**src/rtl/fccm_pkg.sv**
```systemverilog
// Shared types, constants and control-store contents of the cluster chain manager.
package fccm_pkg;

  localparam int NUM_CLUSTERS = 4096;
  localparam int CL_W         = $clog2(NUM_CLUSTERS);
  localparam int CNT_W        = CL_W + 1;

  localparam int ACTION_W = 3;
  localparam int CLUSTER_W = 12;
  localparam int VALUE_W  = 32;
  localparam int COUNT_W  = 13;
  localparam int STATUS_W = 2;
  localparam int EMARK_W  = 28;

  localparam logic [VALUE_W-1:0] END_LIMIT  = 32'h0fff_fff8;
  localparam logic [CNT_W-1:0]   FIRST_DATA = CNT_W'(2);
  localparam logic [EMARK_W-1:0] EMARK_RST  = 28'hfff_ffff;

  localparam logic [ACTION_W-1:0] ACT_LOAD   = 3'd0;
  localparam logic [ACTION_W-1:0] ACT_READ   = 3'd1;
  localparam logic [ACTION_W-1:0] ACT_NEXT   = 3'd2;
  localparam logic [ACTION_W-1:0] ACT_ALLOC  = 3'd3;
  localparam logic [ACTION_W-1:0] ACT_EXTEND = 3'd4;

  localparam logic [STATUS_W-1:0] STAT_OK    = 2'd0;
  localparam logic [STATUS_W-1:0] STAT_FULL  = 2'd1;
  localparam logic [STATUS_W-1:0] STAT_RANGE = 2'd2;

  typedef struct packed {
    logic [ACTION_W-1:0]  action;
    logic [CLUSTER_W-1:0] cluster;
    logic [VALUE_W-1:0]   value;
    logic [COUNT_W-1:0]   count;
  } in_t;

  typedef struct packed {
    logic [VALUE_W-1:0]  result_value;
    logic [STATUS_W-1:0] status;
  } out_t;

  // Control store addresses
  typedef enum logic [4:0] {
    S_IDLE, S_CLR, S_LOAD, S_READ, S_NEXT, S_EMIT, S_RANGE, S_FULL,
    S_AL0, S_AL1, S_AL2, S_L0, S_L1, S_L2, S_LFULL, S_LEND, S_WALK
  } step_t;

  typedef enum logic [2:0] {
    C_NONE, C_RD_ZERO, C_RD_END, C_WALK_BAD, C_CAND_LAST, C_CNT_ZERO, C_CNT_ONE
  } cond_sel_t;

  typedef enum logic [1:0] {RD_IN, RD_CUR, RD_CANDN, RD_WALK} rd_sel_t;

  typedef enum logic [2:0] {
    WR_NONE, WR_CUR_VALUE, WR_CUR_CAND, WR_CUR_END, WR_CAND_END, WR_CAND_ZERO
  } wr_sel_t;

  typedef enum logic [1:0] {CA_HOLD, CA_SET2, CA_INC, CA_INC_NZ} cand_op_t;
  typedef enum logic [1:0] {CU_HOLD, CU_CAND, CU_WALK} cur_op_t;
  typedef enum logic [2:0] {RS_HOLD, RS_RDATA, RS_NEXT, RS_CAND, RS_CUR_EXT} res_op_t;
  typedef enum logic [1:0] {SS_HOLD, SS_FULL, SS_RANGE} stat_op_t;

  typedef struct packed {
    rd_sel_t   rd_sel;
    wr_sel_t   wr_sel;
    cand_op_t  cand_op;
    cur_op_t   cur_op;
    logic      cnt_dec;
    logic      steps_inc;
    res_op_t   res_op;
    stat_op_t  stat_op;
    logic      emit;
    logic      wait_in;
    cond_sel_t ca;
    step_t     ta;
    cond_sel_t cb;
    step_t     tb;
    step_t     tn;
  } ctl_t;

  typedef struct packed {
    logic rd_zero;
    logic rd_end;
    logic walk_bad;
    logic cand_last;
    logic cnt_zero;
    logic cnt_one;
    logic busy;
    logic range_bad;
  } cond_t;

  // Control store: one word per step
  function automatic ctl_t ucode(input step_t pc);
    ctl_t c;
    c = '0;
    c.tn = S_IDLE;
    unique case (pc)
      S_IDLE: begin
        c.wait_in = 1'b1;
      end
      S_CLR: begin
        c.wr_sel = WR_CAND_ZERO;
        c.cand_op = CA_INC;
        c.ca = C_CAND_LAST;
        c.ta = S_IDLE;
        c.tn = S_CLR;
      end
      S_LOAD: begin
        c.wr_sel = WR_CUR_VALUE;
        c.emit = 1'b1;
      end
      S_READ: begin
        c.rd_sel = RD_CUR;
        c.res_op = RS_RDATA;
        c.emit = 1'b1;
      end
      S_NEXT: begin
        c.rd_sel = RD_CUR;
        c.res_op = RS_NEXT;
        c.emit = 1'b1;
      end
      S_EMIT: begin
        c.emit = 1'b1;
      end
      S_RANGE: begin
        c.stat_op = SS_RANGE;
        c.emit = 1'b1;
      end
      S_FULL: begin
        c.stat_op = SS_FULL;
        c.emit = 1'b1;
      end
      S_AL0: begin
        c.rd_sel = RD_CANDN;
        c.cand_op = CA_SET2;
        c.tn = S_AL1;
      end
      S_AL1: begin
        c.rd_sel = RD_CANDN;
        c.cand_op = CA_INC_NZ;
        c.ca = C_RD_ZERO;
        c.ta = S_AL2;
        c.cb = C_CAND_LAST;
        c.tb = S_FULL;
        c.tn = S_AL1;
      end
      S_AL2: begin
        c.wr_sel = WR_CAND_END;
        c.cur_op = CU_CAND;
        c.res_op = RS_CAND;
        c.cnt_dec = 1'b1;
        c.tn = S_L0;
      end
      S_L0: begin
        c.rd_sel = RD_CANDN;
        c.cand_op = CA_SET2;
        c.ca = C_CNT_ZERO;
        c.ta = S_LEND;
        c.tn = S_L1;
      end
      S_L1: begin
        c.rd_sel = RD_CANDN;
        c.cand_op = CA_INC_NZ;
        c.ca = C_RD_ZERO;
        c.ta = S_L2;
        c.cb = C_CAND_LAST;
        c.tb = S_LFULL;
        c.tn = S_L1;
      end
      S_L2: begin
        c.rd_sel = RD_CANDN;
        c.wr_sel = WR_CUR_CAND;
        c.cur_op = CU_CAND;
        c.cand_op = CA_INC;
        c.cnt_dec = 1'b1;
        c.ca = C_CNT_ONE;
        c.ta = S_LEND;
        c.cb = C_CAND_LAST;
        c.tb = S_LFULL;
        c.tn = S_L1;
      end
      S_LFULL: begin
        c.stat_op = SS_FULL;
        c.tn = S_LEND;
      end
      S_LEND: begin
        c.wr_sel = WR_CUR_END;
        c.res_op = RS_CUR_EXT;
        c.emit = 1'b1;
      end
      S_WALK: begin
        c.rd_sel = RD_WALK;
        c.cur_op = CU_WALK;
        c.steps_inc = 1'b1;
        c.ca = C_RD_END;
        c.ta = S_L0;
        c.cb = C_WALK_BAD;
        c.tb = S_RANGE;
        c.tn = S_WALK;
      end
      default: begin
        c.tn = S_IDLE;
      end
    endcase
    return c;
  endfunction

endpackage

```
**src/rtl/fccm_useq.sv**
```systemverilog
// Step counter, control store and jump logic of the cluster chain manager.
module fccm_useq (
  input  logic                          clk,
  input  logic                          rst,
  input  logic                          in_valid,
  input  logic [fccm_pkg::ACTION_W-1:0] in_action,
  input  fccm_pkg::cond_t               cnd,
  output fccm_pkg::ctl_t                ctl
);
  import fccm_pkg::*;

  step_t pc;
  step_t pc_next;

  function automatic logic cond_hit(input cond_sel_t sel, input cond_t c);
    logic hit;
    hit = 1'b0;
    unique case (sel)
      C_NONE:      hit = 1'b0;
      C_RD_ZERO:   hit = c.rd_zero;
      C_RD_END:    hit = c.rd_end;
      C_WALK_BAD:  hit = c.walk_bad;
      C_CAND_LAST: hit = c.cand_last;
      C_CNT_ZERO:  hit = c.cnt_zero;
      C_CNT_ONE:   hit = c.cnt_one;
      default:     hit = 1'b0;
    endcase
    return hit;
  endfunction

  function automatic step_t entry(input logic [ACTION_W-1:0] act, input logic bad);
    step_t s;
    s = S_EMIT;
    priority if (bad) begin
      s = S_RANGE;
    end else begin
      unique case (act)
        ACT_LOAD:   s = S_LOAD;
        ACT_READ:   s = S_READ;
        ACT_NEXT:   s = S_NEXT;
        ACT_ALLOC:  s = S_AL0;
        ACT_EXTEND: s = S_WALK;
        default:    s = S_EMIT;
      endcase
    end
    return s;
  endfunction

  always_comb begin
    ctl = ucode(pc);
  end

  always_comb begin
    pc_next = pc;
    priority if (cnd.busy) begin
      pc_next = pc;
    end else if (ctl.wait_in) begin
      if (in_valid) begin
        pc_next = entry(in_action, cnd.range_bad);
      end
    end else if (cond_hit(ctl.ca, cnd)) begin
      pc_next = ctl.ta;
    end else if (cond_hit(ctl.cb, cnd)) begin
      pc_next = ctl.tb;
    end else begin
      pc_next = ctl.tn;
    end
  end

  always_ff @(posedge clk) begin
    if (rst) begin
      pc <= S_CLR;
    end else begin
      pc <= pc_next;
    end
  end

endmodule

```
**config.mk**
```make
export PLATFORM = sky130hd
export DESIGN_NAME = fccm_useq
export DESIGN_NICKNAME = d
export VERILOG_FILES = /design/src/rtl/fccm_pkg.sv /design/src/rtl/fccm_useq.sv
export SDC_FILE = /design/constraint.sdc
export NUM_CORES = 1
export LEC_CHECK = 0
export BUFFER_PORTS_ARGS = -buffer_cell sky130_fd_sc_hd__buf_2
export CORE_ASPECT_RATIO = 0.7
export CORE_MARGIN = 10
export CORE_UTILIZATION = 51
export CTS_CLUSTER_SIZE = 25
export DETAILED_ROUTE_END_ITERATION = 7
export PLACE_DENSITY = 0.85
export SYNTH_ARGS = -nofsm -noshare
export SYNTH_HDL_FRONTEND = slang
export SYNTH_SLANG_ARGS = --single-unit
```
**constraint.sdc**
```tcl
create_clock -name clk -period 4.3 [get_ports clk]
set_input_delay 0.43 -clock clk [delete_from_list [all_inputs] [get_ports clk]]
set_output_delay 0.43 -clock clk [all_outputs]
set_load 0.01 [all_outputs]
```
==> run_results.csv <==
group,metric,value,unit
status,run_status,"complete, no violations",
synth,yosysSeqAreaShare,0.0840,
placed_design,dp_hpwl,2760,µm
route,routedWlPerCell,13.9,µm
worst_setup_path,worstPathArrival,3.06,ns
floorplanning,dieHeight,60.4,µm
synth,ys_async_sr_fraction,0,
timing,tightest_slew,0.940,ns
timing,finalCritPeriodShare,0.685,
finish,area_growth,17.6,%
timing,setup_tns,0,ns
synth,avgSynthCellArea,6.08,µm²
finish,area.sequential,100,µm²
placed_design,place_congestion,0.908,
worst_hold_path,hold_path_class,"primary input to flip-flop",
synth,yosysWarnings,0,
timing,maxClockFrequency,0.340,GHz
finish,fin_cells,261,
synth,syn-cell-area,1190,µm²
route,ant_nets,0,
placed_design,io_buffers,50,
clock_tree,ctsHtreeMaxLevel,1,
finish,num-fill-cells,234,
synth,synth_top_area_share,0.107,
global_routing,grt_pass1_wl,5740,µm
route,drt_iter0_drc,140,
finish,top_regs,"pc (5)",
floorplanning,die_w,77.8,µm
worst_setup_path,cp_max_fo,23,
clock_tree,clock_path_buffers,2,
placed_design,dp.cells,257,
finish,multi_input_area,936,µm²
global_routing,antenna_found_initial,0,
floorplanning,io_pins,53,
clock_tree,cts_inserted_buffers,3,
global_routing,grt_pass1_vias,1225,
synth,synth_area_leader_cell,"nor2_1",
clock_tree,clk_pin_slew,0.04,ns
worst_setup_path,r2r_cells,11,
finish,largest_reg_flops,5,
synth,yosys_most_used_dff,"dfxtp_1",
synth,synth-seq-cells,5,
synth,netlist_top_cells_area,"nor2_1 11%, dfxtp_1 8.4%, a21oi_1 8.0%",
floorplanning,start_util,0.544,
worst_setup_path,cp.required,4.42,ns
finish,regMostFlops,"pc",
timing,setup_violations,0,
synth,synth_edf_count,0,
route,drc_errors,0,
timing,final.setup_skew,0.000155,ns
clock_tree,cts-resized-gates,0,
route,dr.pass1.iters,5,
floorplanning,rows,14,
finish,nets,246,
worst_setup_path,end_kind,"flip-flop",
run,cap_violations,0,
clock_tree,hold_buffers,0,
synth,synth_commonest_cells,"34 x nor2_1, 19 x a21oi_1, 11 x nand2_1, 11 x nor3_1, 9 x nor2b_1",
clock_tree,clkSinkCount,5,
power,leakage,0.675,nW
floorplanning,core,2190,µm²
placed_design,pre_cts_ws,1.43,ns
clock_tree,cts_root_buf,"clkbuf_4",
timing,rsz0062_at_grt,"false",
power,powerDensity,294,nW/µm²
finish,antenna_cells,0,
global_routing,overflow,0,
route,num_vias,1446,
route,viasPerCell,5.54,
timing,slew_headroom,0.372,
floorplanning,fp.dieArea,4700,µm²
global_routing,grt_max_degree,33,
clock_tree,cts_setup_buffers,0,
worst_setup_path,critPathKind,"flip-flop to flip-flop",
synth,synthDistinctLibCells,51,
power,ir_drop,0.000229,V
worst_setup_path,crit_path_start_kind,"flip-flop",
finish,final_layout_size_suffix_gt1_frac,0.266,
clock_tree,cts_tree,"done",
timing,final-hold-violation-count,0,
clock_tree,insertion_delay,0.25,ns
timing,fin_crit,2.94,ns
worst_hold_path,hold_path_depth,2,
synth,synth_most_common_cell,"nor2_1",
route,wl,3620,µm
timing,slew_violations,0,
timing,fin_ws,1.36,ns
global_routing,grt_util_all_layers,0.143,
synth,synth_cells,196,
cells in the final DEF, fill, tap and decap left out, types with 2 or more instances in the layout:
cell type | netlist | final
buf_2 | 7 | 50
nor2_1 | 34 | 34
a21oi_1 | 19 | 19
nor3_1 | 11 | 11
nand2_1 | 11 | 11
nor2b_1 | 9 | 9
inv_1 | 7 | 7
nand3_1 | 7 | 7
nand2b_1 | 6 | 6
o21ai_0 | 6 | 6
dfxtp_1 | 5 | 5
a211oi_1 | 4 | 4
and2_1 | 3 | 3
clkbuf_4 | 0 | 3
buf_4 | 8 | 3
or2_2 | 2 | 2
a21boi_0 | 2 | 2
a31oi_1 | 2 | 2
a21o_1 | 2 | 2
nor4_1 | 2 | 2
xor2_1 | 2 | 2
o21a_1 | 2 | 2
mux2i_1 | 2 | 2
nor4b_1 | 2 | 2
a22oi_1 | 2 | 2
o21ai_1 | 2 | 2
or2_1 | 2 | 2
a221oi_1 | 2 | 2
ha_1 | 2 | 2
conb_1 | 1 | 2
routing by layer:
metal,wire length (µm),GRT usage
met5,0,0
met4,0,0.0311
met3,399,0.0457
met2,1530,0.218
met1,1690,0.193
path summary, 6_finish.rpt:
path | from | to | slack, ns
setup / recovery | pc[2] | pc[3] | 1.36
setup reg to reg | pc[2] | pc[3] | 1.36
hold / removal | rst | pc[4] | 0.42
hold reg to reg | pc[3] | pc[3] | 0.76
cell type report:
| class | count | share of cell area |
|---|---|---|
| Timing Repair Buffer | 53 | 0.195 |
| Tap cell | 32 | 0.0286 |
| Multi-Input combinational cell | 160 | 0.668 |
| Inverter | 7 | 0.0188 |
| Clock buffer | 4 | 0.0188 |
| Sequential cell | 5 | 0.0714 |
where the power goes:
| part | internal (mW) | switching, mW | total [mW] |
|---|---|---|---|
| Clock | 0.0352 | 0.0212 | 0.0564 |
| Combinational | 0.111 | 0.166 | 0.277 |
| Sequential | 0.0527 | 0.0255 | 0.0781 |
| Total | 0.199 | 0.213 | 0.412 |
stage by stage:
stage / power [mW] / hold WS [ns] / instance area [µm²] / util
floorplan: 0.279 / 0.508 / 1190 / -
global placement: 0.352 / 0.677 / 1380 / 0.628
detailed placement: 0.352 / 0.673 / 1380 / 0.628
CTS: 0.411 / 0.422 / 1400 / 0.640
global route: 0.447 / 0.424 / 1400 / 0.640
finish: 0.412 / 0.424 / 1400 / 0.640
critical path, cell delays in order, from the launching register on:
cell and delay, ns:
dfxtp_1 0.45, buf_4 0.28, nor3_1 0.36, nand2_1 0.20, inv_1 0.16, ha_1 0.16, a22oi_1 0.08, nor2_1 0.35
a21oi_1 0.09, o21a_1 0.22, o31ai_1 0.33, a221oi_1 0.12
cells by family (layout without fill, tap and decap cells):
group | count (synthesis) | in the layout | synth area share
flops | 5 | 5 | 0.0840
xor+xnor | 3 | 3 | 0.0221
compound gates | 55 | 55 | 0.316
fa+ha+maj | 2 | 2 | 0.0210
simple gates | 96 | 96 | 0.403
other cells | 1 | 2 | 0.00315
mux | 2 | 2 | 0.0168
buf+inv | 32 | 64 | 0.133
Note: power is estimated with default switching activity, not from simulation.
